<file path="config.mk">
export PLATFORM = sky130hd
export DESIGN_NAME = gidt_ctrl
export DESIGN_NICKNAME = d
export VERILOG_FILES = /design/src/rtl/core/gidt_pkg.sv /design/src/rtl/core/gidt_ctrl.sv
export SDC_FILE = /design/constraint.sdc
export NUM_CORES = 1
export LEC_CHECK = 0
export BUFFER_PORTS_ARGS = -buffer_cell sky130_fd_sc_hd__buf_2
export CORE_AREA = 8 8 45 47
export CTS_CLUSTER_SIZE = 20
export DETAILED_ROUTE_END_ITERATION = 7
export DIE_AREA = 0 0 53 55
export SYNTH_ARGS = -nofsm -noshare
export SYNTH_HDL_FRONTEND = slang
export SYNTH_SLANG_ARGS = --single-unit
</file>
<file path="constraint.sdc">
create_clock -name clk -period 2.92 [get_ports clk]
set_clock_uncertainty 0.2 [all_clocks]
set_input_delay 0.146 -clock clk [delete_from_list [all_inputs] [get_ports clk]]
set_output_delay 0.146 -clock clk [all_outputs]
set_load 0.005 [all_outputs]
</file>
<file path="src/rtl/core/gidt_pkg.sv">
package gidt_pkg;

    localparam int SLOTS    = 64;
    localparam int IDX_W    = $clog2(SLOTS);
    localparam int SLOT_W   = 7;
    localparam int GEN_W    = 32;
    localparam int KEY_W    = 64;
    localparam int KIND_W   = 3;
    localparam int LIVE_W   = 7;
    localparam int STATUS_W = 3;
    localparam logic [KIND_W-1:0] KIND_MAX = 3'd5;

    typedef enum logic [1:0] {
        CMD_INTERN  = 2'd0,
        CMD_RESOLVE = 2'd1,
        CMD_RELEASE = 2'd2,
        CMD_CLEAR   = 2'd3
    } gidt_cmd_t;

    typedef enum logic [STATUS_W-1:0] {
        ST_OK       = 3'd0,
        ST_INVALID  = 3'd1,
        ST_FULL     = 3'd2,
        ST_STALE    = 3'd3,
        ST_MISMATCH = 3'd4
    } gidt_status_t;

    typedef enum logic [2:0] {
        S_IDLE,
        S_DISPATCH,
        S_SCAN,
        S_SCAN_END,
        S_HCHECK
    } gidt_state_t;

    typedef struct packed {
        logic [1:0]        command;
        logic [KIND_W-1:0] kind;
        logic [KEY_W-1:0]  key_low;
        logic [KEY_W-1:0]  key_high;
        logic [SLOT_W-1:0] handle_slot;
        logic [GEN_W-1:0]  handle_generation;
    } gidt_req_t;

    typedef struct packed {
        logic [STATUS_W-1:0] status;
        logic [SLOT_W-1:0]   out_slot;
        logic [GEN_W-1:0]    out_generation;
        logic [KEY_W-1:0]    out_key_low;
        logic [KEY_W-1:0]    out_key_high;
        logic [LIVE_W-1:0]   live_count;
    } gidt_rsp_t;

    // one table entry as stored in the key RAM
    typedef struct packed {
        logic [KIND_W-1:0] kind;
        logic [KEY_W-1:0]  key_high;
        logic [KEY_W-1:0]  key_low;
    } gidt_entry_t;

    localparam int ENTRY_W = $bits(gidt_entry_t);

    // controller -> datapath
    typedef struct packed {
        logic         load;
        logic         sweep_init;
        logic         sweep_step;
        logic         hread;
        logic         fill;
        logic         free_slot;
        logic         finish;
        gidt_status_t status;
    } gidt_ctl_t;

    // datapath -> controller
    typedef struct packed {
        gidt_cmd_t command;
        logic      arg_ok;
        logic      sweep_done;
        logic      hit;
        logic      free_found;
        logic      stale;
        logic      mismatch;
    } gidt_sts_t;

    // generation bump, skipping zero on wrap
    function automatic logic [GEN_W-1:0] gen_bump(input logic [GEN_W-1:0] g);
        logic [GEN_W-1:0] n;
        n = g + GEN_W'(1);
        return (n == '0) ? GEN_W'(1) : n;
    endfunction

endpackage

</file>
<file path="src/rtl/core/gidt_ctrl.sv">
module gidt_ctrl (
    input  logic              clk,
    input  logic              rst_n,
    input  logic              start,
    output logic              busy,
    input  gidt_pkg::gidt_sts_t sts,
    output gidt_pkg::gidt_ctl_t ctl
);
    import gidt_pkg::*;

    gidt_state_t state_reg, state_next;

    always_ff @(posedge clk or negedge rst_n)
    begin
        if (!rst_n)
        begin
            state_reg <= S_IDLE;
        end
        else
        begin
            state_reg <= state_next;
        end
    end

    always_comb
    begin
        state_next = state_reg;
        unique case (state_reg)
            S_IDLE:
            begin
                if (start)
                begin
                    state_next = S_DISPATCH;
                end
            end
            S_DISPATCH:
            begin
                if (!sts.arg_ok)
                begin
                    state_next = S_IDLE;
                end
                else if (sts.command == CMD_RESOLVE || sts.command == CMD_RELEASE)
                begin
                    state_next = S_HCHECK;
                end
                else
                begin
                    state_next = S_SCAN;
                end
            end
            S_SCAN:
            begin
                if (sts.sweep_done)
                begin
                    state_next = (sts.command == CMD_CLEAR) ? S_IDLE : S_SCAN_END;
                end
            end
            S_SCAN_END, S_HCHECK:
            begin
                state_next = S_IDLE;
            end
            default:
            begin
                state_next = S_IDLE;
            end
        endcase
    end

    always_comb
    begin
        ctl  = '0;
        ctl.status = ST_OK;
        busy = state_reg != S_IDLE;
        unique case (state_reg)
            S_IDLE:
            begin
                ctl.load = start;
            end
            S_DISPATCH:
            begin
                if (!sts.arg_ok)
                begin
                    ctl.finish = 1'b1;
                    ctl.status = ST_INVALID;
                end
                else if (sts.command == CMD_RESOLVE || sts.command == CMD_RELEASE)
                begin
                    ctl.hread = 1'b1;
                end
                else
                begin
                    ctl.sweep_init = 1'b1;
                end
            end
            S_SCAN:
            begin
                ctl.sweep_step = 1'b1;
                if (sts.sweep_done && sts.command == CMD_CLEAR)
                begin
                    ctl.finish = 1'b1;
                end
            end
            S_SCAN_END:
            begin
                ctl.finish = 1'b1;
                priority if (sts.hit)
                begin
                    ctl.status = ST_OK;
                end
                else if (sts.free_found)
                begin
                    ctl.fill = 1'b1;
                end
                else
                begin
                    ctl.status = ST_FULL;
                end
            end
            S_HCHECK:
            begin
                ctl.finish = 1'b1;
                priority if (sts.stale)
                begin
                    ctl.status = ST_STALE;
                end
                else if (sts.mismatch)
                begin
                    ctl.status = ST_MISMATCH;
                end
                else
                begin
                    ctl.free_slot = sts.command == CMD_RELEASE;
                end
            end
            default:
            begin
            end
        endcase
    end

endmodule

</file>
Yosys cells after proc, flatten, opt, wreduce, memory -nomap -nowiden
Cells that the tools add are included.
Storage, ports and cells
  bits in registers: 3
Cells by class
  reductions and logical operators: 6
  eq/ne operators: 9
  mux-type cells: 28
Operator list (number)
  3-bit 2-to-1 mux: 6
  3-bit one-hot mux with 3 select lines: 2
  1-bit 2-to-1 mux: 15
  3-bit by 2-bit == test with 1-bit output, second input constant: 2
  2-bit 2-to-1 mux: 3
  2-bit == test, second input constant: 2
  4-bit 2-to-1 mux: 1
  2-bit inequality test, second input constant: 2
  3-bit by 1-bit == test with 1-bit output, second input constant: 1
  3-bit == test, second input constant: 1
  3-bit zero test: 1
  1-bit one-hot mux with 3 select lines: 1
  3-bit nonzero test: 1
  2-bit by 1-bit == test with 1-bit output, second input constant: 1
  2-bit AND reduction: 1
  2-bit OR reduction: 1
  1-bit logical AND: 1
  1-bit logical OR: 1

Longest topological paths before layout
Gate-level depths: netlist (run 1).
  word-level depth: 5
  gate-level depth with buffers: 5

Least setup slack after synthesis (run 1)
No wires, ideal clock.
  path kind: reg-to-output
  from: register state_reg[1]
  to: output ctl[4] (netlist name)
  data required time: 2.574 ns
  data arrival time: 1.045 ns
  cell stages (with the launch flop): 5
  path slack: 1.529 ns
  buffers on the path: 1
  path through: dfrtp_1 -> clkbuf_4 -> nor2_2 -> nand2_1 -> nor4b_2
RTL lines
  start, declared: line gidt_ctrl.sv:11  | gidt_state_t state_reg, state_next;
  start signal, assigned: line gidt_ctrl.sv:21  | state_reg <= state_next;
  end, declared: line gidt_ctrl.sv:7  | output gidt_pkg::gidt_ctl_t ctl

==> results of run 1 <==
## cell type report
class	instances	area (sq um)	share of cell area (%)
well taps	16	20.0	4.16
repair buffers	22	115	23.9
inverters	5	18.8	3.90
multi-input cells	31	226	47.0
clock buffers	4	26.3	5.45
flip-flops and latches	3	75.1	15.6
## Yosys cell counts (all sizes together)
library cell and n:
o21ai 3, nor3 2, nand3 1, or3 1
buf 2, nor3b 3, inv 5, and4b 1
nor4 2, a21oi 2, nor2 4, nand3b 1
nand2 2, a31oi 1, ha 2, nor4b 2
mux2 1, clkbuf 1, or4 1, dfrtp 3
a2111oi 1, o22ai 1
## per-layer routing
metal / share of wire, % / wire (microns) / global-route usage (%) / vias up
li1: - / - / - / 200
met2: 48 / 449 / 12.3 / 12
met5: 0 / 0 / 0 / -
met1: 41 / 381 / 6.55 / 172
met4: 0 / 0 / 3.88 / 0
met3: 11 / 99 / 3.21 / 0
## critical path, cell delays in order, from the launching register on
cell	delay [ns]
dfrtp_1	0.57
inv_2	0.08
or4_4	0.49
o21ai_2	0.11
buf_2	0.12
## cell families after synthesis
family | synth area share (%)
and+or+nand+nor | 38.9
AOI/OAI and AO/OA | 16.4
buffers and inverters | 12.4
DFF | 21.8
adders and majority gates | 7.27
muxes | 3.27
## power by group
group          leakage [nW]  switching [mW]  internal (mW)
logic                 0.190          0.0407         0.0459
clock network        0.0150          0.0196         0.0511
registers            0.0400          0.0227         0.0483
total                 0.245          0.0829          0.145
## stage by stage
step | area (sq um) | power (mW)
3_5_place_dp | 445 | 0.159
2_1_floorplan | 344 | 0.130
6_report | 482 | 0.228
3_3_place_gp | 445 | 0.157
5_1_grt | 482 | 0.252
4_1_cts | 482 | 0.235
## final timing paths
kind                         startpoint      endpoint  cells after the start
min                              sts[5]  state_reg[2]                      3
min in group asynchronous         rst_n  state_reg[0]                      2
min reg2reg                state_reg[2]  state_reg[1]                      1
max in group asynchronous         rst_n  state_reg[2]                      2
max reg2reg                state_reg[1]  state_reg[1]                      3
max                        state_reg[1]        ctl[1]                      4
==> results.md, run 1 <==
* Largest net degree at the start of global routing at 14
* Fin util at 34.8%
* Cts hold-fix bufs at 1
* Clock-pin transition on the worst setup and hold timing paths at 0.03 ns
* Core ar. at 1380 sq um
* VDD IR max at 232 uV
* Top cells by area, synth: dfrtp_1 (22%), ha_1 (7.3%), nor3b_1 (6.5%)
* Post-CTS resize count at 0
* Syn Inst Count at 42
* Share of cells above drive strength 1 at 47.7%
* Arrival time at the worst endpoint at 1.60 ns
* Hold Slack at 0.0380 ns
* Initial antenna violation count at 0
* CTS tree: built
* Slew headroom at 73.3%
* Synth area leader: dfrtp_1
* CTS max path bufs at 2
* Final Hold Viols at 0
* Synthesized Nets at 55
* Syn_area_per_cell at 8.19 sq um
* Die area at 2920 sq um
* Nets at 79
* CTS H-tree depth at 1
* Later-pin clock latency in the skew report at 0.23 ns
* Port bufs at 21
* Initial DRC Count at 2
* Largest register FFs at 3
* GRT overflow at 0
* Die Wd at 53 microns
* MaxCap Viol Count at 0
* HPWL Detailed at 773 microns
* CP startpoint kind: flip-flop
* Final GP Congestion at 0.724
* Place WS at 1.20 ns
* Area Overhead vs Synth at 40.0%
* Worst path required time at 2.57 ns
* Die Span Y at 55 microns
* Post-Layout Cell Count at 81
* Filler cells at 158
* Cell area after synthesis at 344 sq um
* Syn. warnings at 0
* TritonRoute pass-1 iters at 2
* Total Wirelength at 930 microns
* DRC at 0
* CTS Buf Count at 3
* Vias in the first global route at 392
* Initial Util at 24.9%
* Vias at 384
* Worst setup margin at 0.971 ns
* Max frequency at 0.513 GHz
* Run status: completed
* WS Path Type: flip-flop to output pin
* Synthesized flop and latch total at 3
* RSZ-0062 raised after global routing: no
* Synth top area share at 21.8%
* Clock sinks at 3
* Antenna diode count at 0
* Wire length per cell at 11.5 microns
* Post-route setup TNS at 0 ns
* Pwr/cell area at 474 nW/um^2
* Root Buffer: clkbuf_4
* Max-slew violations at 0
* Leakage power at 0.245 nW
* First-pass GRT wire length at 1550 microns
* Setup violators final at 0
* Cells after DPL at 76
* Commonest non-fill, non-tap cell in the layout: buf_2
* Via density at 4.74
* Post-DRT Antenna Nets at 0
* Num ports at 22
* Seq/Total Area, Yosys at 21.8%
* Most frequent cells in the layout: buf_2 (21), inv_1 (4)
* Crit path capture type: output pin
* Worst-Margin Slew at 0.400 ns
* R2R Setup Slk at 1.35 ns
* Row count at 14
* CP max FO at 13
* All-Layer GR Usage at 6.95%
* Path type of the worst min-delay path: input port to flip-flop
* Yosys cell types at 28
* Part of the cycle the worst path needs at 66.8%
* Post-CTS Setup Inserts at 0
* Final min period at 1.95 ns
(Power assumes the default switching activity.)
==> run 2, diff against run 1 <==
clock period = 1.6 ns   (was 2.92 ns; I/O delays follow)
==> results.md, run 2 (synthesis results as in run 1) <==
* Largest net degree at the start of global routing at 7
* WS Path Type: flip-flop to output pin
* Initial antenna violation count at 0
* Clock sinks at 3
* Most frequent cells in the layout: buf_2 (20), buf_4 (10), inv_1 (4)
* Arrival time at the worst endpoint at 1.38 ns
* CTS max path bufs at 2
* All-Layer GR Usage at 9.03%
* Area Overhead vs Synth at 89.1%
* Run status: finished, violations left
* GRT overflow at 0
* Num ports at 22
* Vias at 469
* Row count at 14
* Slew headroom at 80.7%
* Port bufs at 21
* Initial Util at 24.9%
* CTS Buf Count at 3
* HPWL Detailed at 839 microns
* Max-slew violations at 0
* CTS tree: built
* Die Wd at 53 microns
* RSZ-0062 raised after global routing: yes
* Initial DRC Count at 4
* Core ar. at 1380 sq um
* CTS H-tree depth at 1
* Comb pwr share at 57.6%
* Part of the cycle the worst path needs at 104%
* Worst setup margin at -0.0629 ns
* Hold Slack at 0.0454 ns
* Die Span Y at 55 microns
* GR Layer Usage met2 at 17.0%
* Proportion of power drawn by the clock network at 23.3%
* Commonest non-fill, non-tap cell in the layout: buf_2
* GR peak layer: met2
* Pwr/cell area at 873 nW/um^2
* Failing checks: setup timing
* Power share of the sequential group at 19.0%
* Final Cell Area at 651 sq um
* MaxCap Viol Count at 0
* Clock-pin transition on the worst setup and hold timing paths at 0.03 ns
* Total chip power at 568 uW
* Max frequency at 0.601 GHz
* TritonRoute pass-1 iters at 4
* Root Buffer: clkbuf_4
* Final GP Congestion at 0.772
* Met1 Use GR at 8.70%
* Largest register FFs at 3
* Path type of the worst min-delay path: input port to flip-flop
* Share of cells above drive strength 1 at 65.8%
* Crit path capture type: output pin
* Filler cells at 144
* First-pass GRT wire length at 1980 microns
* Wire length per cell at 12.4 microns
* Nets at 93
* Final min period at 1.66 ns
* VDD IR max at 579 uV
* Sw Share at 34.3%
* Antenna diode count at 0
* NetSw at 195 uW
* Vias in the first global route at 487
* Later-pin clock latency in the skew report at 0.23 ns
* Total Wirelength at 1180 microns
* Die area at 2920 sq um
* Worst-Margin Slew at 0.289 ns
* Setup violators final at 5
* Post-DRT Antenna Nets at 0
* Met3 GRT Util at 2.41%
* Area of placed instances at 483 sq um
* DRC at 0
* Worst path required time at 1.32 ns
* Via density at 4.94
* Final Hold Viols at 0
* Leakage power at 0.324 nW
* CP startpoint kind: flip-flop
* Internal power at 373 uW
* CP max FO at 6
[run 2: changes by cell type in the layout (fill, tap and decap cells not counted), sizes merged]
| cell | delta |
|---|---|
| dlygate4sd3 | +2 |
| buf | +12 |
[run 2: cell type report]
type,count,area [sq um],area share [%]
Multi-Input combinational cell,31,269,41.3
Clock buffer,4,26.3,4.04
Timing Repair Buffer,36,239,36.7
Sequential cell,3,77.6,11.9
Inverter,5,18.8,2.88
Tap cell,16,20.0,3.08
[run 2: stage by stage]
| stage | cells | utilization, % | TNS (ns) | worst slack, ns |
|---|---|---|---|---|
| detailed placement | 81 | 34.9 | 0 | 0.107 |
| CTS | 93 | 43.5 | -0.350 | -0.0997 |
| finish | 95 | 47.0 | -0.182 | -0.0629 |
| floorplan | 42 | - | 0 | 0.275 |
| global route | 95 | 47.0 | -0.594 | -0.137 |
| global placement | 81 | 34.9 | 0 | 0.137 |
[run 2: final timing paths]
path	depth (start not counted)	to	slack [ns]	startpoint
min reg2reg	2	state_reg[1]	0.44	state_reg[2]
max in group asynchronous	3	state_reg[1]	0.52	rst_n
min	3	state_reg[1]	0.05	start
max reg2reg	4	state_reg[1]	0.14	state_reg[0]
min in group asynchronous	3	state_reg[0]	0.52	rst_n
max	4	ctl[9]	-0.06	state_reg[2]
[run 2: power by group through the flow]
stage / Sequential, mW / Clock (mW) / Combinational, mW
final: 0.108 / 0.133 / 0.327
after global routing: 0.112 / 0.146 / 0.353
after CTS: 0.108 / 0.141 / 0.274
after detailed placement: 0.110 / 0 / 0.211
after global placement: 0.108 / 0 / 0.210
after floorplan: 0.0984 / 0 / 0.139
[run 2: worst max-delay path, stage by stage (launching register included)]
cell,delay [ns]
dfrtp_1,0.40
buf_4,0.17
or3_4,0.39
nor2_1,0.08
buf_2,0.11
[run 2: per-layer routing]
| layer | vias to the layer above | wire, microns |
|---|---|---|
| li1 | 229 | - |
| met2 | 22 | 659 |
| met5 | - | 0 |
| met4 | 0 | 0 |
| met3 | 0 | 97 |
| met1 | 218 | 423 |
[run 2: timing repair]
action	4_1_cts	5_1_grt
gates resized for setup	7	7
setup buffers	5	2
setup endpoints to repair	6	10
pin swaps	1	5
endpoints found under the hold margin	4	0
hold buffers	3	0
